$ cat src/rtl/aacc_pkg.sv
// ----------------------------------------------------------------------------
// ADC audio conditioning chain: shared package
// Register indexes, sequencer codes, micro-op decode and reset constants for
// the iterative filter datapath.
// ----------------------------------------------------------------------------
`default_nettype none

package aacc_pkg;

  // Fixed format constants.
  localparam int          LP_FRAC    = 16;
  localparam logic [11:0] RAIL_MAX   = 12'd4095;
  localparam logic [31:0] LCG_MUL    = 32'd1664525;
  localparam logic [31:0] LCG_ADD    = 32'd1013904223;
  localparam logic [31:0] SEED_RESET = 32'hDEADBEEF;

  // Register values after reset.
  localparam logic signed [23:0] HP_B0_RESET       = 24'sd1002984;
  localparam logic signed [23:0] HP_B1_RESET       = -24'sd2005957;
  localparam logic signed [23:0] HP_B2_RESET       = 24'sd1002984;
  localparam logic signed [23:0] HP_A1_RESET       = -24'sd2003986;
  localparam logic signed [23:0] HP_A2_RESET       = 24'sd958965;
  localparam logic [20:0]        LP_ALPHA_RESET    = 21'd986291;
  localparam logic [10:0]        CLIP_MARGIN_RESET = 11'd4;

  typedef enum logic [2:0] {
    REG_HP_B0       = 3'd0,
    REG_HP_B1       = 3'd1,
    REG_HP_B2       = 3'd2,
    REG_HP_A1       = 3'd3,
    REG_HP_A2       = 3'd4,
    REG_LP_ALPHA    = 3'd5,
    REG_CLIP_MARGIN = 3'd6,
    REG_DITHER_SEED = 3'd7
  } cfg_reg_t;

  typedef enum logic [1:0] {
    ST_IDLE,
    ST_MUL,
    ST_ACC,
    ST_DONE
  } state_t;

  // One micro-op is one product followed by one accumulate.
  typedef enum logic [2:0] {
    OP_Y,
    OP_D1_PRE,
    OP_D1,
    OP_D2_PRE,
    OP_D2,
    OP_LP_PRE,
    OP_LP
  } op_t;

  typedef enum logic [2:0] {
    C_B0,
    C_B1,
    C_B2,
    C_A1,
    C_A2,
    C_ALPHA,
    C_BETA
  } coef_sel_t;

  typedef enum logic [1:0] {
    D_X,
    D_Y,
    D_U,
    D_LP
  } data_sel_t;

  typedef enum logic [1:0] {
    B_ZERO,
    B_D1,
    B_D2
  } base_sel_t;

  typedef enum logic [2:0] {
    W_NONE,
    W_Y,
    W_D1,
    W_D2,
    W_LP
  } dest_t;

  typedef struct packed {
    coef_sel_t coef;
    data_sel_t data;
    logic      shift;  // take the product down by the coefficient fraction
    logic      sub;    // subtract the term instead of adding it
    logic      start;  // open a new sum from the base value
    base_sel_t base;
    dest_t     dest;
  } op_ctrl_t;

  function automatic op_ctrl_t op_ctrl(op_t op);
    op_ctrl_t c;
    c = '{C_B0, D_X, 1'b0, 1'b0, 1'b1, B_ZERO, W_NONE};
    case (op)
      OP_Y:      c = '{C_B0,    D_X,  1'b0, 1'b0, 1'b1, B_D1,   W_Y};
      OP_D1_PRE: c = '{C_B1,    D_X,  1'b0, 1'b0, 1'b1, B_D2,   W_NONE};
      OP_D1:     c = '{C_A1,    D_Y,  1'b1, 1'b1, 1'b0, B_ZERO, W_D1};
      OP_D2_PRE: c = '{C_B2,    D_X,  1'b0, 1'b0, 1'b1, B_ZERO, W_NONE};
      OP_D2:     c = '{C_A2,    D_Y,  1'b1, 1'b1, 1'b0, B_ZERO, W_D2};
      OP_LP_PRE: c = '{C_ALPHA, D_U,  1'b1, 1'b0, 1'b1, B_ZERO, W_NONE};
      OP_LP:     c = '{C_BETA,  D_LP, 1'b1, 1'b0, 1'b0, B_ZERO, W_LP};
      default:   c = '{C_B0,    D_X,  1'b0, 1'b0, 1'b1, B_ZERO, W_NONE};
    endcase
    return c;
  endfunction

  function automatic op_t op_succ(op_t op);
    op_t n;
    n = OP_Y;
    case (op)
      OP_Y:      n = OP_D1_PRE;
      OP_D1_PRE: n = OP_D1;
      OP_D1:     n = OP_D2_PRE;
      OP_D2_PRE: n = OP_D2;
      OP_D2:     n = OP_LP_PRE;
      OP_LP_PRE: n = OP_LP;
      default:   n = OP_Y;
    endcase
    return n;
  endfunction

endpackage

`default_nettype wire

$ cat src/rtl/adc_audio_conditioning_chain_unit.sv
// ----------------------------------------------------------------------------
// ADC audio conditioning chain
// Raw ADC statistics, biquad high-pass, one-pole low-pass, triangular dither
// and int16 saturation, computed on one shared multiply-accumulate unit.
// ----------------------------------------------------------------------------
// A sample item is taken when the block is idle, and the block takes no new
// item until the result of the last one is loaded into the output register.
// A restart item goes straight to the done state. All products are formed
// on the single coefficient-by-17-bit multiplier: each of the seven products
// of one sample uses the centered sample directly or works over the 16-bit
// slices of a 48-bit filter value, and each product is followed by an
// accumulate step. A finished result waits in the output register while the
// next item is accepted. Configuration writes take effect at once and are
// meant for idle periods only.
`default_nettype none

module adc_audio_conditioning_chain_unit #(
  parameter int BUF_SAMPLES    = 1024,
  parameter int COEF_FRAC_BITS = 20
) (
  input  logic               clk,
  input  logic               rst,
  input  logic               cfg_write,
  input  logic [2:0]         cfg_index,
  input  logic [31:0]        cfg_data,
  input  logic               in_valid,
  output logic               in_ready,
  input  logic               command,
  input  logic [11:0]        raw_sample,
  output logic               out_valid,
  input  logic               out_ready,
  output logic signed [15:0] pcm_out,
  output logic               buffer_select,
  output logic [9:0]         write_position,
  output logic               buffer_full,
  output logic [11:0]        min_raw,
  output logic [11:0]        max_raw,
  output logic [31:0]        clip_total,
  output logic [31:0]        sample_total
);

  localparam int CW     = (COEF_FRAC_BITS + 2 > 24) ? COEF_FRAC_BITS + 2 : 24;
  localparam int PW     = CW + 48;
  localparam int SW     = CW + 50 - COEF_FRAC_BITS;
  localparam int FILL_W = $clog2(BUF_SAMPLES);
  localparam int POS_W  = (FILL_W > 10) ? FILL_W : 10;

  localparam logic [CW-1:0]     ONE_Q     = CW'(1 << COEF_FRAC_BITS);
  localparam logic [FILL_W-1:0] LAST_FILL = FILL_W'(BUF_SAMPLES - 1);
  localparam logic [POS_W-1:0]  LAST_WIDE = POS_W'(BUF_SAMPLES - 1);

  // Configuration registers.
  logic signed [23:0] hp_b0;
  logic signed [23:0] hp_b1;
  logic signed [23:0] hp_b2;
  logic signed [23:0] hp_a1;
  logic signed [23:0] hp_a2;
  logic [20:0]        lp_alpha;
  logic [10:0]        clip_margin;
  logic [31:0]        dither_seed;

  // Filter and run state.
  logic signed [47:0] hp_delay_one;
  logic signed [47:0] hp_delay_two;
  logic signed [47:0] hp_out;
  logic signed [39:0] lp_memory;
  logic [31:0]        rng_word;
  logic [11:0]        low_mark;
  logic [11:0]        high_mark;
  logic [31:0]        clip_counter;
  logic [31:0]        sample_counter;
  logic               active_half;
  logic [FILL_W-1:0]  fill_index;

  // Per-item registers.
  logic signed [15:0] x_word;
  logic               dith_a;
  logic               dith_b;
  logic               item_half;
  logic [9:0]         item_pos;
  logic               item_full;

  // Sequencer and datapath registers.
  aacc_pkg::state_t   state;
  aacc_pkg::state_t   state_next;
  aacc_pkg::op_t      op;
  logic [1:0]         chunk;
  logic signed [PW-1:0] prod;
  logic signed [PW-1:0] prod_next;
  logic signed [SW-1:0] sum;
  logic signed [SW-1:0] sum_next;

  logic accept;
  logic mul_step;
  logic acc_step;
  logic load_out;

  aacc_pkg::op_ctrl_t ctrl;
  aacc_pkg::op_ctrl_t ctrl_succ;

  // --------------------------------------------------------------------------
  // Configuration port
  // --------------------------------------------------------------------------
  always_ff @(posedge clk) begin
    if (rst) begin
      hp_b0       <= aacc_pkg::HP_B0_RESET;
      hp_b1       <= aacc_pkg::HP_B1_RESET;
      hp_b2       <= aacc_pkg::HP_B2_RESET;
      hp_a1       <= aacc_pkg::HP_A1_RESET;
      hp_a2       <= aacc_pkg::HP_A2_RESET;
      lp_alpha    <= aacc_pkg::LP_ALPHA_RESET;
      clip_margin <= aacc_pkg::CLIP_MARGIN_RESET;
      dither_seed <= aacc_pkg::SEED_RESET;
    end else if (cfg_write) begin
      unique case (aacc_pkg::cfg_reg_t'(cfg_index))
        aacc_pkg::REG_HP_B0:       hp_b0       <= cfg_data[23:0];
        aacc_pkg::REG_HP_B1:       hp_b1       <= cfg_data[23:0];
        aacc_pkg::REG_HP_B2:       hp_b2       <= cfg_data[23:0];
        aacc_pkg::REG_HP_A1:       hp_a1       <= cfg_data[23:0];
        aacc_pkg::REG_HP_A2:       hp_a2       <= cfg_data[23:0];
        aacc_pkg::REG_LP_ALPHA:    lp_alpha    <= cfg_data[20:0];
        aacc_pkg::REG_CLIP_MARGIN: clip_margin <= cfg_data[10:0];
        aacc_pkg::REG_DITHER_SEED: dither_seed <= cfg_data;
      endcase
    end
  end

  // --------------------------------------------------------------------------
  // Sequencer
  // --------------------------------------------------------------------------
  always_comb begin
    state_next = state;
    unique case (state)
      aacc_pkg::ST_IDLE: begin
        if (in_valid) begin
          state_next = command ? aacc_pkg::ST_DONE : aacc_pkg::ST_MUL;
        end
      end
      aacc_pkg::ST_MUL: begin
        if (chunk == 2'd0) begin
          state_next = aacc_pkg::ST_ACC;
        end
      end
      aacc_pkg::ST_ACC: begin
        state_next = (op == aacc_pkg::OP_LP) ? aacc_pkg::ST_DONE : aacc_pkg::ST_MUL;
      end
      aacc_pkg::ST_DONE: begin
        if (load_out) begin
          state_next = aacc_pkg::ST_IDLE;
        end
      end
    endcase
  end

  always_comb begin
    in_ready = (state == aacc_pkg::ST_IDLE);
    mul_step = (state == aacc_pkg::ST_MUL);
    acc_step = (state == aacc_pkg::ST_ACC);
    load_out = (state == aacc_pkg::ST_DONE) && (!out_valid || out_ready);
  end

  assign accept    = in_valid && in_ready;
  assign ctrl      = aacc_pkg::op_ctrl(op);
  assign ctrl_succ = aacc_pkg::op_ctrl(aacc_pkg::op_succ(op));

  always_ff @(posedge clk) begin
    if (rst) begin
      state <= aacc_pkg::ST_IDLE;
      op    <= aacc_pkg::OP_Y;
      chunk <= 2'd0;
    end else begin
      state <= state_next;
      if (accept) begin
        op    <= aacc_pkg::OP_Y;
        chunk <= 2'd0;
      end else if (mul_step) begin
        chunk <= chunk - 2'd1;
      end else if (acc_step) begin
        op    <= aacc_pkg::op_succ(op);
        chunk <= (ctrl_succ.data == aacc_pkg::D_X) ? 2'd0 : 2'd2;
      end
    end
  end

  // --------------------------------------------------------------------------
  // Shared multiply-accumulate unit
  // --------------------------------------------------------------------------
  logic [CW-1:0]        alpha_ext;
  logic [CW-1:0]        alpha_eff;
  logic [CW-1:0]        beta;
  logic signed [CW-1:0] mcand;
  logic signed [63:0]   y_scaled;
  logic signed [39:0]   u_val;
  logic signed [47:0]   dword;
  logic signed [16:0]   mdata;
  logic signed [CW+16:0] mult;
  logic                 first_chunk;

  assign alpha_ext = CW'(lp_alpha);
  assign alpha_eff = (alpha_ext > ONE_Q) ? ONE_Q : alpha_ext;
  assign beta      = ONE_Q - alpha_eff;

  always_comb begin
    unique case (ctrl.coef)
      aacc_pkg::C_B0:    mcand = CW'(hp_b0);
      aacc_pkg::C_B1:    mcand = CW'(hp_b1);
      aacc_pkg::C_B2:    mcand = CW'(hp_b2);
      aacc_pkg::C_A1:    mcand = CW'(hp_a1);
      aacc_pkg::C_A2:    mcand = CW'(hp_a2);
      aacc_pkg::C_ALPHA: mcand = $signed(alpha_eff);
      aacc_pkg::C_BETA:  mcand = $signed(beta);
      default:           mcand = '0;
    endcase
  end

  // The high-pass output moves from the coefficient fraction to 16 fraction
  // bits with a floor, then saturates to 40 bits.
  assign y_scaled = $signed({hp_out, 16'h0000}) >>> COEF_FRAC_BITS;
  always_comb begin
    if ((&y_scaled[63:39]) || !(|y_scaled[63:39])) begin
      u_val = y_scaled[39:0];
    end else begin
      u_val = y_scaled[63] ? {1'b1, 39'h0} : {1'b0, {39{1'b1}}};
    end
  end

  always_comb begin
    unique case (ctrl.data)
      aacc_pkg::D_Y:  dword = hp_out;
      aacc_pkg::D_U:  dword = 48'(u_val);
      aacc_pkg::D_LP: dword = 48'(lp_memory);
      default:        dword = 48'(x_word);
    endcase
  end

  // Wide operands are fed most significant slice first; only the top slice
  // carries the sign.
  always_comb begin
    if (ctrl.data == aacc_pkg::D_X) begin
      mdata = 17'(x_word);
    end else begin
      unique case (chunk)
        2'd2:    mdata = {dword[47], dword[47:32]};
        2'd1:    mdata = {1'b0, dword[31:16]};
        2'd0:    mdata = {1'b0, dword[15:0]};
        default: mdata = '0;
      endcase
    end
  end

  assign mult        = mcand * mdata;
  assign first_chunk = (ctrl.data == aacc_pkg::D_X) || (chunk == 2'd2);
  assign prod_next   = first_chunk ? PW'(mult) : (prod <<< 16) + PW'(mult);

  always_ff @(posedge clk) begin
    if (mul_step) begin
      prod <= prod_next;
    end
  end

  // Accumulate: each shifted product is floored on its own before it joins the sum.
  logic signed [PW-1:0] term_full;
  logic signed [SW-1:0] term;
  logic signed [SW-1:0] base;
  logic signed [SW-1:0] acc_in;
  logic signed [47:0]   sat48_v;
  logic signed [39:0]   sat40_v;

  assign term_full = ctrl.shift ? (prod >>> COEF_FRAC_BITS) : prod;
  assign term      = $signed(term_full[SW-1:0]);

  always_comb begin
    unique case (ctrl.base)
      aacc_pkg::B_D1: base = SW'(hp_delay_one);
      aacc_pkg::B_D2: base = SW'(hp_delay_two);
      default:        base = '0;
    endcase
  end

  assign acc_in   = ctrl.start ? base : sum;
  assign sum_next = ctrl.sub ? acc_in - term : acc_in + term;

  always_comb begin
    if ((&sum_next[SW-1:47]) || !(|sum_next[SW-1:47])) begin
      sat48_v = sum_next[47:0];
    end else begin
      sat48_v = sum_next[SW-1] ? {1'b1, 47'h0} : {1'b0, {47{1'b1}}};
    end
    if ((&sum_next[SW-1:39]) || !(|sum_next[SW-1:39])) begin
      sat40_v = sum_next[39:0];
    end else begin
      sat40_v = sum_next[SW-1] ? {1'b1, 39'h0} : {1'b0, {39{1'b1}}};
    end
  end

  always_ff @(posedge clk) begin
    if (acc_step) begin
      sum <= sum_next;
      if (ctrl.dest == aacc_pkg::W_Y) begin
        hp_out <= sat48_v;
      end
    end
  end

  // --------------------------------------------------------------------------
  // Run state, statistics and dither generator
  // --------------------------------------------------------------------------
  logic [31:0]       rng_step;
  logic              is_clip;
  logic [POS_W-1:0]  pos_wide;

  assign rng_step = rng_word * aacc_pkg::LCG_MUL + aacc_pkg::LCG_ADD;
  assign is_clip  = (raw_sample <= {1'b0, clip_margin})
                 || (raw_sample >= aacc_pkg::RAIL_MAX - {1'b0, clip_margin});
  assign pos_wide = POS_W'(fill_index);

  always_ff @(posedge clk) begin
    if (rst) begin
      hp_delay_one   <= '0;
      hp_delay_two   <= '0;
      lp_memory      <= '0;
      rng_word       <= aacc_pkg::SEED_RESET;
      low_mark       <= aacc_pkg::RAIL_MAX;
      high_mark      <= '0;
      clip_counter   <= '0;
      sample_counter <= '0;
      active_half    <= 1'b0;
      fill_index     <= '0;
    end else if (accept && command) begin
      hp_delay_one   <= '0;
      hp_delay_two   <= '0;
      lp_memory      <= '0;
      rng_word       <= dither_seed;
      low_mark       <= aacc_pkg::RAIL_MAX;
      high_mark      <= '0;
      clip_counter   <= '0;
      sample_counter <= '0;
      active_half    <= 1'b0;
      fill_index     <= '0;
    end else if (accept) begin
      if (raw_sample < low_mark) begin
        low_mark <= raw_sample;
      end
      if (raw_sample > high_mark) begin
        high_mark <= raw_sample;
      end
      clip_counter   <= clip_counter + 32'(is_clip);
      sample_counter <= sample_counter + 32'd1;
      if (fill_index == LAST_FILL) begin
        fill_index  <= '0;
        active_half <= ~active_half;
      end else begin
        fill_index <= fill_index + 1'b1;
      end
    end else begin
      // The two dither draws happen in the multiply and accumulate steps of the first micro-op.
      if ((mul_step || acc_step) && (op == aacc_pkg::OP_Y)) begin
        rng_word <= rng_step;
      end
      if (acc_step && (ctrl.dest == aacc_pkg::W_D1)) begin
        hp_delay_one <= sat48_v;
      end
      if (acc_step && (ctrl.dest == aacc_pkg::W_D2)) begin
        hp_delay_two <= sat48_v;
      end
      if (acc_step && (ctrl.dest == aacc_pkg::W_LP)) begin
        lp_memory <= sat40_v;
      end
    end
  end

  always_ff @(posedge clk) begin
    if (accept) begin
      x_word    <= {~raw_sample[11], raw_sample[10:0], 4'h0};
      item_half <= command ? 1'b0 : active_half;
      item_pos  <= command ? 10'd0 : pos_wide[9:0];
      item_full <= !command && (fill_index == LAST_FILL);
    end
    if (accept && command) begin
      dith_a <= 1'b0;
      dith_b <= 1'b0;
    end else if (mul_step && (op == aacc_pkg::OP_Y)) begin
      dith_a <= rng_step[31];
    end else if (acc_step && (op == aacc_pkg::OP_Y)) begin
      dith_b <= rng_step[31];
    end
  end

  // --------------------------------------------------------------------------
  // Dither, truncation toward zero and output register
  // --------------------------------------------------------------------------
  logic signed [40:0] dith_val;
  logic signed [40:0] dith_sum;
  logic signed [40:0] trunc_in;
  logic signed [15:0] pcm_sat;

  always_comb begin
    if (dith_a && !dith_b) begin
      dith_val = 41'sd65536;
    end else if (!dith_a && dith_b) begin
      dith_val = -41'sd65536;
    end else begin
      dith_val = '0;
    end
  end

  assign dith_sum = 41'(lp_memory) + dith_val;
  // Adding 2^16 - 1 to negative values turns the floor shift into truncation.
  assign trunc_in = dith_sum + (dith_sum[40] ? 41'sd65535 : 41'sd0);

  always_comb begin
    if ((&trunc_in[40:31]) || !(|trunc_in[40:31])) begin
      pcm_sat = trunc_in[31:16];
    end else begin
      pcm_sat = trunc_in[40] ? 16'sh8000 : 16'sh7FFF;
    end
  end

  always_ff @(posedge clk) begin
    if (rst) begin
      out_valid <= 1'b0;
    end else if (load_out) begin
      out_valid <= 1'b1;
    end else if (out_ready) begin
      out_valid <= 1'b0;
    end
  end

  always_ff @(posedge clk) begin
    if (load_out) begin
      pcm_out        <= pcm_sat;
      buffer_select  <= item_half;
      write_position <= item_pos;
      buffer_full    <= item_full;
      min_raw        <= low_mark;
      max_raw        <= high_mark;
      clip_total     <= clip_counter;
      sample_total   <= sample_counter;
    end
  end

  // --------------------------------------------------------------------------
  // Assertions
  // --------------------------------------------------------------------------
  a_sample_blocks_input: assert property (@(posedge clk) disable iff (rst)
    (accept && !command) |=> !in_ready)
    else $error("input taken while a sample item is in progress");

  a_marks_ordered: assert property (@(posedge clk) disable iff (rst)
    (sample_counter != 32'd0) |-> (low_mark <= high_mark))
    else $error("raw minimum above raw maximum after samples");

  a_fill_in_range: assert property (@(posedge clk) disable iff (rst)
    fill_index <= LAST_FILL)
    else $error("buffer slot index past the last slot");

  a_full_at_last_slot: assert property (@(posedge clk) disable iff (rst)
    (out_valid && buffer_full) |-> (write_position == LAST_WIDE[9:0]))
    else $error("buffer full flagged away from the last slot");

  a_done_holds_result: assert property (@(posedge clk) disable iff (rst)
    (state == aacc_pkg::ST_DONE && out_valid && !out_ready) |=>
      (state == aacc_pkg::ST_DONE))
    else $error("sequencer left done while the previous result was pending");

endmodule

`default_nettype wire

$ cat config.mk
export PLATFORM = sky130hd
export DESIGN_NAME = adc_audio_conditioning_chain_unit
export DESIGN_NICKNAME = d
export VERILOG_FILES = /design/src/rtl/aacc_pkg.sv /design/src/rtl/adc_audio_conditioning_chain_unit.sv
export SDC_FILE = /design/constraint.sdc
export NUM_CORES = 2
export LEC_CHECK = 0
export BUFFER_PORTS_ARGS = -buffer_cell sky130_fd_sc_hd__buf_4
export CORE_MARGIN = 3
export CORE_UTILIZATION = 40
export DETAILED_ROUTE_END_ITERATION = 7
export PLACE_DENSITY_LB_ADDON = 0.3
export SYNTH_ARGS = -nofsm -noshare
export SYNTH_HDL_FRONTEND = slang
export SYNTH_SLANG_ARGS = --single-unit
$ cat constraint.sdc
create_clock -name clk -period 19.7 [get_ports clk]
set_input_delay 2.955 -clock clk [delete_from_list [all_inputs] [get_ports clk]]
set_output_delay 2.955 -clock clk [all_outputs]
set_load 0.01 [all_outputs]
==> impl_metrics.xml <==
<?xml version="1.0" encoding="UTF-8"?>
<metrics>
  <group name="synth">
    <metric name="mappedNetlistArea" unit="µm²">64660</metric>
    <metric name="synthesis.nets" unit="">8353</metric>
    <metric name="postSynthRegisterBits" unit="">775</metric>
    <metric name="yosys.area.top_type_share" unit="">0.1684</metric>
    <metric name="synthCells" unit="">7288</metric>
    <metric name="yosysWarnings" unit="">0</metric>
    <metric name="synthDominantAreaCellType" unit="">sky130_fd_sc_hd__fa_1</metric>
    <metric name="netlist_top_cells_area" unit="">sky130_fd_sc_hd__fa_1 17%, sky130_fd_sc_hd__edfxtp_1 15%, sky130_fd_sc_hd__dfxtp_1 14%</metric>
    <metric name="yosys_most_used_dff" unit="">sky130_fd_sc_hd__dfxtp_1</metric>
    <metric name="synth_area_per_cell" unit="µm²">8.873</metric>
    <metric name="synth_async_reset_ratio" unit="">0</metric>
    <metric name="synth_seq_area_share" unit="">0.2885</metric>
    <metric name="synthDistinctLibCells" unit="">96</metric>
    <metric name="synth-edff-count" unit="">314</metric>
  </group>
  <group name="grt">
    <metric name="first_global_vias" unit="">52980</metric>
    <metric name="grt_first_pass_wirelength" unit="mm">326.0</metric>
    <metric name="initial_antenna_violation_count" unit="">8</metric>
    <metric name="grt_max_degree" unit="">112</metric>
    <metric name="grt-ovfl-total" unit="">0</metric>
    <metric name="overall_global_routing_resource_usage" unit="">0.2514</metric>
  </group>
  <group name="route">
    <metric name="routed_via_count_divided_by_cell_count" unit="">5.619</metric>
    <metric name="first_pass_iters" unit="">6</metric>
    <metric name="drc" unit="">0</metric>
    <metric name="num_vias" unit="">53384</metric>
    <metric name="drtAntennaViolNets" unit="">0</metric>
    <metric name="detail_route.wirelength" unit="mm">212.8</metric>
    <metric name="initialDrtViolationCount" unit="">4950</metric>
    <metric name="wire_per_inst" unit="µm">22.39</metric>
  </group>
  <group name="timing">
    <metric name="timing.final.crit_share" unit="">0.7054</metric>
    <metric name="setup_repair_after_global_routing_missed_its_margin" unit="">false</metric>
    <metric name="final-max-slew-violation-count" unit="">0</metric>
    <metric name="finalHoldViolations" unit="">0</metric>
    <metric name="final-setup-viol-count" unit="">0</metric>
    <metric name="timing.slew.headroom" unit="">0.1196</metric>
    <metric name="final.setup.tns" unit="ns">0</metric>
    <metric name="clock-skew-final" unit="ns">0.08188</metric>
    <metric name="layout_min_cycle_time" unit="ns">13.90</metric>
    <metric name="worst_slew_pin_slew" unit="ns">1.321</metric>
    <metric name="clock.fmax" unit="GHz">0.07197</metric>
  </group>
  <group name="cts">
    <metric name="cts.repair.resized" unit="">0</metric>
    <metric name="clock_insertion_delay_worst_skew" unit="ns">0.73</metric>
    <metric name="cts.hold.buffers_added" unit="">0</metric>
    <metric name="clk_path_buf_depth" unit="">3</metric>
    <metric name="cts_num_sinks" unit="">775</metric>
    <metric name="htree_num_levels" unit="">3</metric>
    <metric name="cts.reportedPaths.clkPinSlew" unit="ns">0.06</metric>
    <metric name="tritoncts" unit="">yes</metric>
    <metric name="cts_root_buf" unit="">sky130_fd_sc_hd__clkbuf_16</metric>
    <metric name="cts_buffer_count" unit="">87</metric>
    <metric name="cts.repair_timing.setup_buffer_count" unit="">0</metric>
  </group>
  <group name="critical_path">
    <metric name="crit_path_max_fanout" unit="">49</metric>
    <metric name="critical_path_class" unit="">reg -&gt; reg</metric>
    <metric name="worstRegToRegCells" unit="">39</metric>
    <metric name="critPathLaunchType" unit="">flop</metric>
    <metric name="worst_path_largest_cell_delay" unit="ns">1.02</metric>
    <metric name="critPathRequiredTime" unit="ns">20.21</metric>
    <metric name="timing.critical_path.arrival" unit="ns">14.41</metric>
    <metric name="critical_path_cell_count" unit="">39</metric>
    <metric name="path_delay_family" unit="">adder cells</metric>
    <metric name="cp_slowest_cell" unit="">sky130_fd_sc_hd__o221ai_1</metric>
    <metric name="crit_path_end_kind" unit="">flop</metric>
    <metric name="critical_path.n_buffers_inverters" unit="">8</metric>
  </group>
  <group name="finish">
    <metric name="instances_no_fill" unit="">9500</metric>
    <metric name="filler_cell_count" unit="">15485</metric>
    <metric name="final_net_count" unit="">8337</metric>
    <metric name="mostFrequentLayoutCells" unit="">1011 x sky130_fd_sc_hd__nand2_1, 774 x sky130_fd_sc_hd__inv_1, 609 x sky130_fd_sc_hd__nor2_1, 544 x sky130_fd_sc_hd__fa_1, 464 x sky130_fd_sc_hd__ha_1</metric>
    <metric name="post_route_cells_drive_above_1_share" unit="">0.08112</metric>
    <metric name="layout.cells.most_common" unit="">sky130_fd_sc_hd__nand2_1</metric>
    <metric name="syn2layout_area_growth" unit="%">9.949</metric>
  </group>
  <group name="hold_path">
    <metric name="hp_class" unit="">reg -&gt; reg</metric>
    <metric name="min_path_cells" unit="">0</metric>
  </group>
  <group name="floorplanning">
    <metric name="floorplan.initialDensity" unit="">0.4055</metric>
    <metric name="dieHeight" unit="µm">408.1</metric>
    <metric name="ioPinCount" unit="">171</metric>
    <metric name="floorplan.die.width" unit="µm">408.1</metric>
    <metric name="design.die.area" unit="µm²">166500</metric>
    <metric name="fp.coreArea" unit="µm²">159500</metric>
    <metric name="placement_rows" unit="">146</metric>
  </group>
  <group name="place">
    <metric name="port-buffer-count" unit="">170</metric>
    <metric name="dp.final_hpwl" unit="mm">162.2</metric>
    <metric name="globalplace.congestion" unit="">1.001</metric>
    <metric name="dp_cells" unit="">9329</metric>
  </group>
  <group name="status">
    <metric name="outcome" unit="">finished clean</metric>
  </group>
  <group name="flow_run">
    <metric name="max_cap_violations" unit="">0</metric>
  </group>
</metrics>
-- worst reg2reg max path: cells and delay by family, from the launching register on --
kind                     cells  cell delay [ns]
adder cells (fa/ha/maj)      8             4.44
AO/OA/AOI/OAI               13             4.04
AND/OR/NAND/NOR             10             3.06
buffers and inverters        8             1.42
flip-flops                   1             0.78
-- final timing paths --
path,startpoint,end,slack (ns)
setup / recovery,op[0],prod[70],5.80
hold / removal,item_pos[9],write_position[9],0.42
setup reg to reg,op[0],prod[70],5.80
hold reg to reg,item_pos[9],write_position[9],0.42
-- synth_stat cells, drive strengths merged, types with 39 or more instances --
master,count
xnor2,176
ha,468
a221oi,54
mux2i,74
buf,46
clkbuf,314
edfxtp,314
nand3b,101
nand2b,62
fa,544
a22oi,90
nor2,621
nor2b,50
a21oi,506
nand2,1044
inv,775
a21o,129
nand3,130
xor2,156
o31ai,83
nor3,77
o211ai,39
and3,50
dfxtp,461
nand4,48
o21ai,402
-- layer usage --
metal | vias to the layer above | track usage | wire, µm
met5 | - | 0 | 27
met4 | 4 | 0.09971 | 9321
met3 | 406 | 0.03331 | 14190
met2 | 1978 | 0.4092 | 97990
met1 | 26336 | 0.3388 | 91220
li1 | 24660 | - | -
-- state kept, by name (all words and copies together) (netlist names), 32 cells and up --
signal,flops
lp_memory,40
rng_word,32
sample_counter,32
hp_delay_two,48
dither_seed,32
hp_out,48
hp_delay_one,48
clip_counter,32
clip_total,32
sample_total,32
sum,54
prod,72
-- cell type report --
type / count / area [µm²] / share of cell area
inverter: 776 / 2913 / 0.04097
sequential: 775 / 18660 / 0.2624
clock buffer: 115 / 2385 / 0.03354
multi-input combinational: 5377 / 41860 / 0.5887
clock inverter: 49 / 665.6 / 0.009362
timing repair buffer: 255 / 1918 / 0.02698
tap: 2146 / 2685 / 0.03777
antenna: 7 / 17.52 / 0.0002464
-- metrics by stage --
stage                     utilization  hold slack, ns  area [µm²]  setup slack, ns
final                          0.4458          0.4180       71100            5.804
after detailed placement       0.4266          0.4045       68030            5.957
after global placement         0.4265          0.4036       68020            6.348
after floorplan                     -          0.4003       64660            7.079
after CTS                      0.4457          0.4191       71080            5.958
after global routing           0.4457          0.4287       71080            4.699
-- kinds of logic (layout without fill, tap and decap cells) --
group                    after synthesis  in the layout  synth area share
other                                  0              7                 0
AO/OA/AOI/OAI                       1595           1595            0.1581
adder cells (fa/ha/maj)             1012           1012            0.2590
XOR/XNOR                             332            332           0.04508
AND/OR/NAND/NOR                     2353           2353            0.1671
multiplexers                          85             85           0.01354
flip-flops                           775            775            0.2885
buffers and inverters               1136           1195           0.06861
Power is not shown: default switching activity piles up to over one toggle a cycle in this logic, so the estimate is an artifact.
